## src/dtmfs_pkg.sv

```systemverilog
package dtmfs_pkg;

  // Depth of the key event queue and the widths that follow from it
  localparam int unsigned QUEUE_DEPTH = 8;
  localparam int unsigned QIDX_W      = (QUEUE_DEPTH > 1) ? $clog2(QUEUE_DEPTH) : 1;
  localparam int unsigned QCNT_W      = $clog2(QUEUE_DEPTH + 1);

  // Configuration register indexes
  localparam logic [1:0] CFG_SAMPLE_RATE  = 2'd0;
  localparam logic [1:0] CFG_FRAME_MS     = 2'd1;
  localparam logic [1:0] CFG_PAYLOAD_TYPE = 2'd2;

  // Configuration reset values
  localparam logic [15:0] RATE_RESET  = 16'd8000;
  localparam logic [6:0]  FRAME_RESET = 7'd20;
  localparam logic [6:0]  PTYPE_RESET = 7'd101;

  // Fixed payload volume and number of end-bit packets
  localparam logic [5:0] VOLUME_DEFAULT = 6'd20;
  localparam logic [1:0] END_REPEATS    = 2'd3;

  // Division by 1000 as multiply by reciprocal, exact for 30-bit dividends
  localparam logic [28:0] RECIP_1000  = 29'd274877907;
  localparam int unsigned RECIP_SHIFT = 38;

  typedef enum logic {
    OP_ENQUEUE = 1'b0,
    OP_TICK    = 1'b1
  } op_e;

  typedef enum logic [1:0] {
    RK_NONE     = 2'd0,
    RK_PACKET   = 2'd1,
    RK_ACCEPTED = 2'd2,
    RK_DROPPED  = 2'd3
  } result_kind_e;

  typedef struct packed {
    op_e         op;
    logic [7:0]  key;
    logic [13:0] len;
    logic [31:0] now;
  } cmd_t;

  typedef struct packed {
    result_kind_e kind;
    logic [6:0]   pkt_type;
    logic         marker;
    logic [31:0]  pkt_ts;
    logic [7:0]   pkt_event;
    logic         end_flag;
    logic [5:0]   volume;
    logic [15:0]  duration;
    logic         busy;
  } result_t;

endpackage

```

## src/dtmf_event_packet_sender_core.sv

```systemverilog
// Telephone-event packet sender. Push enqueue commands (key code, length in ms) and media
// ticks (RTP timestamp) into the input queue; exactly one result comes out of the result
// queue per command, in order. An enqueue, a tick that sends a progress or end packet, or a
// tick with nothing to send is retired in the decide step; a tick that starts a new event
// goes on to divide and launch: the event length and frame are converted to timestamp units
// by a sample-rate multiply followed by a reciprocal multiply for the divide by 1000, each
// registered. Two-entry queues on both sides let commands be pushed while results wait.
// Configuration is accepted in any cycle (ready is always high) and must only be written
// while no command is outstanding; conversion uses the values current when an event starts.
module dtmf_event_packet_sender_core import dtmfs_pkg::*; (
  input  logic        clk_i,
  input  logic        rst_ni,
  input  logic        push,
  output logic        full,
  input  logic        operation_i,
  input  logic [7:0]  key_code_i,
  input  logic [13:0] length_ms_i,
  input  logic [31:0] now_ts_i,
  output logic        empty,
  input  logic        pop,
  output logic [1:0]  result_kind_o,
  output logic [6:0]  pkt_type_o,
  output logic        marker_o,
  output logic [31:0] pkt_ts_o,
  output logic [7:0]  pkt_event_o,
  output logic        end_flag_o,
  output logic [5:0]  volume_o,
  output logic [15:0] pkt_duration_o,
  output logic        busy_res_o,
  input  logic        cfg_valid_i,
  output logic        cfg_ready_o,
  input  logic [1:0]  cfg_index_i,
  input  logic [15:0] cfg_data_i
);

  logic    cmd_valid, cmd_pop;
  cmd_t    cmd;
  logic    res_push, res_full;
  result_t res_in, res_out;

  assign cfg_ready_o = 1'b1;

  dtmfs_front u_front (
    .clk_i       (clk_i),
    .rst_ni      (rst_ni),
    .push_i      (push),
    .full_o      (full),
    .operation_i (operation_i),
    .key_code_i  (key_code_i),
    .length_ms_i (length_ms_i),
    .now_ts_i    (now_ts_i),
    .cmd_valid_o (cmd_valid),
    .cmd_o       (cmd),
    .cmd_pop_i   (cmd_pop)
  );

  dtmfs_back u_back (
    .clk_i       (clk_i),
    .rst_ni      (rst_ni),
    .cmd_valid_i (cmd_valid),
    .cmd_i       (cmd),
    .cmd_pop_o   (cmd_pop),
    .res_push_o  (res_push),
    .res_o       (res_in),
    .res_full_i  (res_full),
    .cfg_valid_i (cfg_valid_i),
    .cfg_index_i (cfg_index_i),
    .cfg_data_i  (cfg_data_i)
  );

  dtmfs_result_queue u_result_queue (
    .clk_i      (clk_i),
    .rst_ni     (rst_ni),
    .res_push_i (res_push),
    .res_i      (res_in),
    .res_full_o (res_full),
    .empty_o    (empty),
    .res_o      (res_out),
    .pop_i      (pop)
  );

  // Unpack the oldest result onto the ports
  assign result_kind_o  = res_out.kind;
  assign pkt_type_o     = res_out.pkt_type;
  assign marker_o       = res_out.marker;
  assign pkt_ts_o       = res_out.pkt_ts;
  assign pkt_event_o    = res_out.pkt_event;
  assign end_flag_o     = res_out.end_flag;
  assign volume_o       = res_out.volume;
  assign pkt_duration_o = res_out.duration;
  assign busy_res_o     = res_out.busy;

endmodule

```

## src/dtmfs_front.sv

```systemverilog
module dtmfs_front import dtmfs_pkg::*; (
  input  logic        clk_i,
  input  logic        rst_ni,
  input  logic        push_i,
  output logic        full_o,
  input  logic        operation_i,
  input  logic [7:0]  key_code_i,
  input  logic [13:0] length_ms_i,
  input  logic [31:0] now_ts_i,
  output logic        cmd_valid_o,
  output cmd_t        cmd_o,
  input  logic        cmd_pop_i
);

  cmd_t       slot_q [2];
  logic       wr_ptr_q, rd_ptr_q;
  logic [1:0] count_q;
  logic       do_push, do_pop;
  cmd_t       cmd_in;

  assign full_o      = (count_q == 2'd2);
  assign cmd_valid_o = (count_q != 2'd0);
  assign cmd_o       = slot_q[rd_ptr_q];
  assign do_push     = push_i && !full_o;
  assign do_pop      = cmd_pop_i && cmd_valid_o;

  // Classify the incoming item
  always_comb begin
    cmd_in.op  = operation_i ? OP_TICK : OP_ENQUEUE;
    cmd_in.key = key_code_i;
    cmd_in.len = length_ms_i;
    cmd_in.now = now_ts_i;
  end

  // Store the transfer in the command queue
  always_ff @(posedge clk_i) begin
    if (do_push) begin
      slot_q[wr_ptr_q] <= cmd_in;
    end
  end

  // Advance pointers and fill level
  always_ff @(posedge clk_i or negedge rst_ni) begin
    if (!rst_ni) begin
      wr_ptr_q <= 1'b0;
      rd_ptr_q <= 1'b0;
      count_q  <= 2'd0;
    end else begin
      if (do_push) wr_ptr_q <= ~wr_ptr_q;
      if (do_pop)  rd_ptr_q <= ~rd_ptr_q;
      case ({do_push, do_pop})
        2'b10:   count_q <= count_q + 2'd1;
        2'b01:   count_q <= count_q - 2'd1;
        default: count_q <= count_q;
      endcase
    end
  end

endmodule

```

## src/dtmfs_back.sv

```systemverilog
module dtmfs_back import dtmfs_pkg::*; (
  input  logic        clk_i,
  input  logic        rst_ni,
  input  logic        cmd_valid_i,
  input  cmd_t        cmd_i,
  output logic        cmd_pop_o,
  output logic        res_push_o,
  output result_t     res_o,
  input  logic        res_full_i,
  input  logic        cfg_valid_i,
  input  logic [1:0]  cfg_index_i,
  input  logic [15:0] cfg_data_i
);

  typedef enum logic [1:0] {
    ST_DECIDE,
    ST_DIV,
    ST_LAUNCH
  } step_e;

  typedef enum logic [1:0] {
    PH_IDLE,
    PH_FIRST,
    PH_SENDING,
    PH_ENDING
  } phase_e;

  // Configuration
  logic [15:0] rate_q;
  logic [6:0]  frame_q, ptype_q;

  // Event queue
  logic [21:0]       fifo_q [QUEUE_DEPTH];
  logic [QIDX_W-1:0] head_q, head_d, tail;
  logic [QCNT_W-1:0] count_q, count_d;
  logic [QCNT_W:0]   tail_sum;
  logic              fifo_we;
  logic [21:0]       head_entry;

  // Sender state
  step_e       step_q, step_d;
  phase_e      phase_q, phase_d;
  logic [7:0]  key_q, key_d;
  logic [31:0] start_ts_q, start_ts_d;
  logic [31:0] base_ts_q, base_ts_d;
  logic [31:0] end_ts_q, end_ts_d;
  logic [15:0] total_q, total_d;
  logic [1:0]  repeats_q, repeats_d;

  // Conversion datapath
  logic [29:0] prod_dur_q;
  logic [22:0] prod_frm_q;
  logic [20:0] quo_dur_q;
  logic [13:0] quo_frm_q;
  logic [58:0] recip_dur;
  logic [51:0] recip_frm;
  logic        load_prod;
  logic [20:0] dur_ts;
  logic [31:0] diff_ts;

  assign head_entry = fifo_q[head_q];
  assign tail_sum   = (QCNT_W + 1)'(head_q) + (QCNT_W + 1)'(count_q);
  assign tail       = (tail_sum >= (QCNT_W + 1)'(QUEUE_DEPTH))
                    ? QIDX_W'(tail_sum - (QCNT_W + 1)'(QUEUE_DEPTH))
                    : QIDX_W'(tail_sum);
  assign diff_ts    = cmd_i.now - end_ts_q;
  assign dur_ts     = (quo_dur_q < 21'(quo_frm_q)) ? 21'(quo_frm_q) : quo_dur_q;
  assign recip_dur  = 59'(prod_dur_q) * 59'(RECIP_1000);
  assign recip_frm  = 52'(prod_frm_q) * 52'(RECIP_1000);

  // Write configuration registers
  always_ff @(posedge clk_i or negedge rst_ni) begin
    if (!rst_ni) begin
      rate_q  <= RATE_RESET;
      frame_q <= FRAME_RESET;
      ptype_q <= PTYPE_RESET;
    end else if (cfg_valid_i) begin
      case (cfg_index_i)
        CFG_SAMPLE_RATE:  rate_q  <= cfg_data_i;
        CFG_FRAME_MS:     frame_q <= cfg_data_i[6:0];
        CFG_PAYLOAD_TYPE: ptype_q <= cfg_data_i[6:0];
        default:          ;
      endcase
    end
  end

  // Sequence one command: decide, then for a new event divide and launch
  always_comb begin
    step_d     = step_q;
    phase_d    = phase_q;
    key_d      = key_q;
    start_ts_d = start_ts_q;
    base_ts_d  = base_ts_q;
    end_ts_d   = end_ts_q;
    total_d    = total_q;
    repeats_d  = repeats_q;
    head_d     = head_q;
    count_d    = count_q;
    fifo_we    = 1'b0;
    load_prod  = 1'b0;
    cmd_pop_o  = 1'b0;
    res_push_o = 1'b0;
    res_o      = '0;
    res_o.kind = RK_NONE;

    case (step_q)
      ST_DECIDE: begin
        if (cmd_valid_i && !res_full_i) begin
          if (cmd_i.op == OP_ENQUEUE) begin
            cmd_pop_o  = 1'b1;
            res_push_o = 1'b1;
            res_o.busy = (phase_q != PH_IDLE);
            if (count_q == QCNT_W'(QUEUE_DEPTH)) begin
              res_o.kind = RK_DROPPED;
            end else begin
              fifo_we    = 1'b1;
              count_d    = count_q + QCNT_W'(1);
              res_o.kind = RK_ACCEPTED;
            end
          end else if ((phase_q == PH_FIRST) || (phase_q == PH_SENDING)) begin
            cmd_pop_o      = 1'b1;
            res_push_o     = 1'b1;
            res_o.kind     = RK_PACKET;
            res_o.pkt_type = ptype_q;
            res_o.pkt_ts   = start_ts_q;
            res_o.pkt_event = key_q;
            res_o.volume   = VOLUME_DEFAULT;
            res_o.busy     = 1'b1;
            if (diff_ts[31]) begin
              // Progress packet, marked if first of the event
              res_o.marker   = (phase_q == PH_FIRST);
              res_o.duration = 16'(cmd_i.now - base_ts_q);
              phase_d        = PH_SENDING;
            end else begin
              // End reached: first end-bit packet
              res_o.end_flag = 1'b1;
              res_o.duration = total_q;
              phase_d        = PH_ENDING;
              repeats_d      = 2'd1;
            end
          end else if ((phase_q == PH_ENDING) && (repeats_q < END_REPEATS)) begin
            cmd_pop_o       = 1'b1;
            res_push_o      = 1'b1;
            res_o.kind      = RK_PACKET;
            res_o.pkt_type  = ptype_q;
            res_o.pkt_ts    = start_ts_q;
            res_o.pkt_event = key_q;
            res_o.end_flag  = 1'b1;
            res_o.volume    = VOLUME_DEFAULT;
            res_o.duration  = total_q;
            res_o.busy      = 1'b1;
            repeats_d       = repeats_q + 2'd1;
          end else if (count_q == '0) begin
            // Idle or finished, nothing queued
            cmd_pop_o  = 1'b1;
            res_push_o = 1'b1;
            res_o.busy = 1'b0;
            phase_d    = PH_IDLE;
          end else begin
            // Start the next queued event
            load_prod = 1'b1;
            key_d     = head_entry[21:14];
            head_d    = (head_q == QIDX_W'(QUEUE_DEPTH - 1)) ? '0 : head_q + QIDX_W'(1);
            count_d   = count_q - QCNT_W'(1);
            phase_d   = PH_FIRST;
            step_d    = ST_DIV;
          end
        end
      end
      ST_DIV: begin
        step_d = ST_LAUNCH;
      end
      ST_LAUNCH: begin
        if (!res_full_i) begin
          cmd_pop_o       = 1'b1;
          res_push_o      = 1'b1;
          start_ts_d      = cmd_i.now;
          base_ts_d       = cmd_i.now - 32'(quo_frm_q);
          end_ts_d        = cmd_i.now + 32'(dur_ts);
          total_d         = dur_ts[15:0];
          res_o.kind      = RK_PACKET;
          res_o.pkt_type  = ptype_q;
          res_o.pkt_ts    = cmd_i.now;
          res_o.pkt_event = key_q;
          res_o.volume    = VOLUME_DEFAULT;
          res_o.busy      = 1'b1;
          if (dur_ts != '0) begin
            res_o.marker   = 1'b1;
            res_o.duration = 16'(quo_frm_q);
            phase_d        = PH_SENDING;
          end else begin
            // Zero length event goes straight to its end packets
            res_o.end_flag = 1'b1;
            res_o.duration = dur_ts[15:0];
            phase_d        = PH_ENDING;
            repeats_d      = 2'd1;
          end
          step_d = ST_DECIDE;
        end
      end
      default: begin
        step_d = ST_DECIDE;
      end
    endcase
  end

  // Hold event entries
  always_ff @(posedge clk_i) begin
    if (fifo_we) begin
      fifo_q[tail] <= {cmd_i.key, cmd_i.len};
    end
  end

  // Multiply ms by rate, then by the reciprocal of 1000
  always_ff @(posedge clk_i) begin
    if (load_prod) begin
      prod_dur_q <= 30'(head_entry[13:0]) * 30'(rate_q);
      prod_frm_q <= 23'(frame_q) * 23'(rate_q);
    end
    if (step_q == ST_DIV) begin
      quo_dur_q <= recip_dur[58:RECIP_SHIFT];
      quo_frm_q <= recip_frm[51:RECIP_SHIFT];
    end
  end

  // Hold sender state
  always_ff @(posedge clk_i or negedge rst_ni) begin
    if (!rst_ni) begin
      step_q     <= ST_DECIDE;
      phase_q    <= PH_IDLE;
      key_q      <= '0;
      start_ts_q <= '0;
      base_ts_q  <= '0;
      end_ts_q   <= '0;
      total_q    <= '0;
      repeats_q  <= '0;
      head_q     <= '0;
      count_q    <= '0;
    end else begin
      step_q     <= step_d;
      phase_q    <= phase_d;
      key_q      <= key_d;
      start_ts_q <= start_ts_d;
      base_ts_q  <= base_ts_d;
      end_ts_q   <= end_ts_d;
      total_q    <= total_d;
      repeats_q  <= repeats_d;
      head_q     <= head_d;
      count_q    <= count_d;
    end
  end

  a_count_bound: assert property (@(posedge clk_i) disable iff (!rst_ni)
    count_q <= QCNT_W'(QUEUE_DEPTH))
    else $error("event queue fill level beyond depth");

  a_repeats_bound: assert property (@(posedge clk_i) disable iff (!rst_ni)
    repeats_q <= END_REPEATS)
    else $error("end packet count beyond three");

  a_tick_held: assert property (@(posedge clk_i) disable iff (!rst_ni)
    (step_q != ST_DECIDE) |-> (cmd_valid_i && (cmd_i.op == OP_TICK)))
    else $error("tick lost while its event is being launched");

  a_push_space: assert property (@(posedge clk_i) disable iff (!rst_ni)
    res_push_o |-> (!res_full_i && cmd_pop_o))
    else $error("result pushed without space or without retiring its command");

  a_launch_first: assert property (@(posedge clk_i) disable iff (!rst_ni)
    (step_q == ST_DIV) |=> (step_q == ST_LAUNCH) && (phase_q == PH_FIRST))
    else $error("division step not followed by launch");

endmodule

```

## src/dtmfs_result_queue.sv

```systemverilog
module dtmfs_result_queue import dtmfs_pkg::*; (
  input  logic    clk_i,
  input  logic    rst_ni,
  input  logic    res_push_i,
  input  result_t res_i,
  output logic    res_full_o,
  output logic    empty_o,
  output result_t res_o,
  input  logic    pop_i
);

  result_t    slot_q [2];
  logic       wr_ptr_q, rd_ptr_q;
  logic [1:0] count_q;
  logic       do_push, do_pop;

  assign res_full_o = (count_q == 2'd2);
  assign empty_o    = (count_q == 2'd0);
  assign res_o      = slot_q[rd_ptr_q];
  assign do_push    = res_push_i && !res_full_o;
  assign do_pop     = pop_i && !empty_o;

  // Store finished results
  always_ff @(posedge clk_i) begin
    if (do_push) begin
      slot_q[wr_ptr_q] <= res_i;
    end
  end

  // Advance pointers and fill level
  always_ff @(posedge clk_i or negedge rst_ni) begin
    if (!rst_ni) begin
      wr_ptr_q <= 1'b0;
      rd_ptr_q <= 1'b0;
      count_q  <= 2'd0;
    end else begin
      if (do_push) wr_ptr_q <= ~wr_ptr_q;
      if (do_pop)  rd_ptr_q <= ~rd_ptr_q;
      case ({do_push, do_pop})
        2'b10:   count_q <= count_q + 2'd1;
        2'b01:   count_q <= count_q - 2'd1;
        default: count_q <= count_q;
      endcase
    end
  end

endmodule

```

## config.mk

```make
export PLATFORM = sky130hd
export DESIGN_NAME = dtmf_event_packet_sender_core
export DESIGN_NICKNAME = d
export VERILOG_FILES = /design/src/dtmfs_pkg.sv /design/src/dtmf_event_packet_sender_core.sv /design/src/dtmfs_front.sv /design/src/dtmfs_back.sv /design/src/dtmfs_result_queue.sv
export SDC_FILE = /design/constraint.sdc
export NUM_CORES = 2
export LEC_CHECK = 0
export CAP_MARGIN = 5
export CELL_PAD_IN_SITES_DETAIL_PLACEMENT = 0
export CELL_PAD_IN_SITES_GLOBAL_PLACEMENT = 1
export CORE_MARGIN = 5
export CORE_UTILIZATION = 55
export DETAILED_ROUTE_END_ITERATION = 8
export DONT_BUFFER_PORTS = 1
export PLACE_DENSITY = 0.92
export SKIP_LAST_GASP = 1
export SYNTH_ARGS = -nofsm -noshare
export SYNTH_HDL_FRONTEND = slang
export SYNTH_SLANG_ARGS = --single-unit
```

## constraint.sdc

```tcl
create_clock -name clk_i -period 10.8 [get_ports clk_i]
set_input_delay 1.08 -clock clk_i [delete_from_list [all_inputs] [get_ports clk_i]]
set_output_delay 1.08 -clock clk_i [all_outputs]
set_load 0.02 [all_outputs]
```

==> summary.md <==
| Metric | Value |
|---|---|
| Status | complete, no violations |
| Worst Clk Skew | 29.4 ps |
| Design area | 0.0654 mm² |
| DP Area | 0.0631 mm² |
| Sink Count | 667 |
| CP bufs+invs | 6 |
| Final WL | 137000 µm |
| Boundary pin count | ~160 |
| Top delay family on crit path | adder cells |
| R2R Setup Slk | 2700 ps |
| Top_reg_cell synth | edfxtp_1 |
| Synth Area in Adders | 0.407 |
| IO buf count | 0 |
| Area grow syn2layout | 6.52% |
| EDFF count, synth | 512 |
| Area contributors post-synth | edfxtp_1 (25%), fa_1 (23%), ha_1 (18%), inv_1 (7.2%), dfrtp_1 (5.8%) |
| Share of layout cells above drive strength 1 | 0.0774 |
| Mapped Area | 0.0614 mm² |
| Instance count on the critical path | 26 |
| Synth area leader | edfxtp_1 |
| Min cycle time layout | about 8000 ps |
| Routed wire length per instance | 19.9 µm |
| Yosys cell types | 84 |
| Yosys top cell area share | 0.250 |
| Worst skew pair latency | 640 ps |
| RSZ-0062 raised after global routing | false |
| Total CTS buffers | 70 |
| H-tree lvl count | 3 |
| Clk buf depth | 3 |
| Post-Synth XOR/XNOR Area | 0.0187 |
| Critical path type | register to register |
| Number of cells on the worst reg-to-reg path | 26 |
| Clk slew on worst S/H paths | 60 ps |
| Mux contribution to synthesized area | 0.0503 |
| Met3 wire length | approximately 8000 µm |
| Met2 WL post-DR | 67300 µm |
| Antenna Nets Post-Route | 0 |
| 1st-pass router iterations | 5 |
| Critical R2R Capture | u_back.prod_dur_q[29]$_DFFE_PP_ |
| Detail Placement HPWL | 107000 µm |
| FF+latch count, synth | 667 |
| CP Data Required Time | 11170 ps |
| Total Routing Usage GR | 0.239 |
| Fin crit share | 0.750 |
| Type of origin of the critical path | register |
| DRC Markers | 0 |
| Main combinational cell family by area after synthesis | adder cells |
| Max Freq | 123 MHz |
| Critical-path maximum fanout | 32 |
| Max-cap viol count | 0 |
| Core region area | 0.111 mm² |
| Die height | 344 µm |
| NumNets Final | between 6k and 7k |
| Syn_area_per_cell | between 10 and 15 µm² |
| Max-slew violations | 0 |
| Yosys warns | 0 |
| Vias in the first global route | 40.9k |
| Initial antenna violation count | 1 |
| Top Layer Used | met4 |
| Post-synthesis cell count | 5357 |
| Post-CTS setup buffers | 0 |
| First-pass GRT wire length | 222000 µm |
| Post-synth ARST share | 0.232 |
| Slowest cell on crit path | dfrtp_2 |
| Area share of and/or/nand/nor cells after synthesis | 0.0712 |
| M1 WL | 57500 µm |
| Hold buffer count at CTS | 0 |
| Post-synthesis sequential area ratio | 0.314 |
| DIE WIDTH | 344 µm |
| Worst Tran Pin Value | 1290 ps |
| CTS Root Cell | clkbuf_16 |
| Drt via density | 5.46 |
| Crit-path max cell delay | 770 ps |
| Crit path from | u_back.head_q[0]$_DFFE_PN0P_ |
| GRT Residual Overflow | 0 |
| Die area | ~0.12 mm² |
| WP data arrival | about 8500 ps |
| Final number of setup-violating endpoints | 0 |
| GP Congestion | 0.935 |
| Compound-Gate Fraction of Synth Area | 0.0581 |
| Initial drt markers | approximately 2.2k |
| Row cnt | between 100 and 150 |
| Hold WC Path Type | input port to asynchronous set/reset pin |
| Via count | 37.6k |
| Largest net degree at the start of global routing | around 160 |
| CP Capture Type | register |
| TritonCTS clock tree | built |
| Post_cts resized | 0 |
| Worst slew margin | 0.128 |
| Final Hold Viols | 0 |
| Starting Density | 0.554 |
| Critical R2R Launch | u_back.head_q[0]$_DFFE_PN0P_ |
| Post-route setup TNS | 0 ps |
==> kinds of logic (layout without fill, tap and decap cells) <==
logic type | Yosys count | in the layout
compound gates | 549 | 549
xor+xnor | 131 | 131
fa+ha+maj | 1573 | 1573
buf+inv | 1308 | 1339
flops | 667 | 667
mux | 233 | 233
other cells | 2 | 6
simple gates | 894 | 894
==> state kept, by name, summed over array words and instances (netlist names), 21 cells and up <==
| name | count |
|---|---|
| u_back.prod_dur_q | 30 |
| u_back.fifo_q | 176 |
| u_back.start_ts_q | 32 |
| u_back.prod_frm_q | 23 |
| u_back.end_ts_q | 32 |
| u_result_queue.slot_q | 138 |
| u_back.quo_dur_q | 21 |
| u_front.slot_q | 110 |
==> cell usage after synthesis, types with 19 or more instances <==
| cell | n |
|---|---|
| mux2i_1 | 33 |
| mux4_2 | 44 |
| nand3_1 | 33 |
| edfxtp_1 | 512 |
| and2_1 | 150 |
| xor2_1 | 37 |
| o21ai_0 | 135 |
| a21oi_1 | 124 |
| fa_1 | 710 |
| dfrtp_1 | 143 |
| mux2_2 | 155 |
| nor2_1 | 101 |
| nor4_1 | 19 |
| xnor2_1 | 94 |
| ha_1 | 863 |
| clkbuf_1 | 105 |
| inv_1 | 1173 |
| nand2_1 | 368 |
| nand2b_1 | 34 |
| nor3_1 | 27 |
| a21o_1 | 127 |
| nor2b_1 | 77 |
| nand4_1 | 23 |
==> layout make-up <==
cell class	count	area, µm²
multi-input combinational	3385	37300
tap	1488	1860
clock buffer	85	1850
antenna	1	2.50
clock inverter	45	487
sequential	667	19300
inverter	1173	4400
timing repair buffer	36	270
fill	8919	45400
==> per-layer routing <==
layer	track usage	up-vias
met3	0.0382	206
met5	0	-
met4	0.0697	0
met1	0.313	18900
li1	-	17400
met2	0.413	1065
==> layout by cell type (no fill, tap or decap), types with 25 or more instances in the layout <==
master	synthesis	final
fa_1	710	710
mux2i_1	33	33
mux2_2	155	155
xor2_1	37	37
dfrtp_1	143	139
nand2b_1	34	33
xnor2_1	94	94
nor2b_1	77	74
nor3_1	27	25
inv_1	1173	1172
buf_4	6	35
mux4_2	44	44
a21oi_1	124	124
and2_1	150	150
edfxtp_1	512	512
o21ai_0	135	135
nand2_1	368	368
clkbuf_16	0	71
nand3_1	33	33
nor2_1	101	92
a21o_1	127	127
ha_1	863	863
==> worst max-delay path by stage <==
stage | end | slack, ps
6_report | u_back.prod_dur_q[29]$_DFFE_PP_ | 2700
5_1_grt | u_back.prod_dur_q[29]$_DFFE_PP_ | 2160
4_1_cts | u_back.prod_dur_q[29]$_DFFE_PP_ | 2640
3_5_place_dp | u_back.prod_dur_q[29]$_DFFE_PP_ | 2730
3_3_place_gp | u_back.prod_dur_q[29]$_DFFE_PP_ | 2870
2_1_floorplan | u_back.prod_dur_q[29]$_DFFE_PP_ | 3420
==> metrics by stage <==
stage               worst slack (ps)   util  hold slack (ps)  std cells
detailed placement              2730  0.569              462       6748
global route                    2160  0.591              101       6879
CTS                             2640  0.590              105       6878
global placement                2870  0.569              456       6748
finish                          2700  0.591              142       6880
floorplan                       3420      -              442       5360
Power is left out: the tool's default activity adds up to more than one toggle a clock period on the data nets, which glitch-free logic cannot reach.
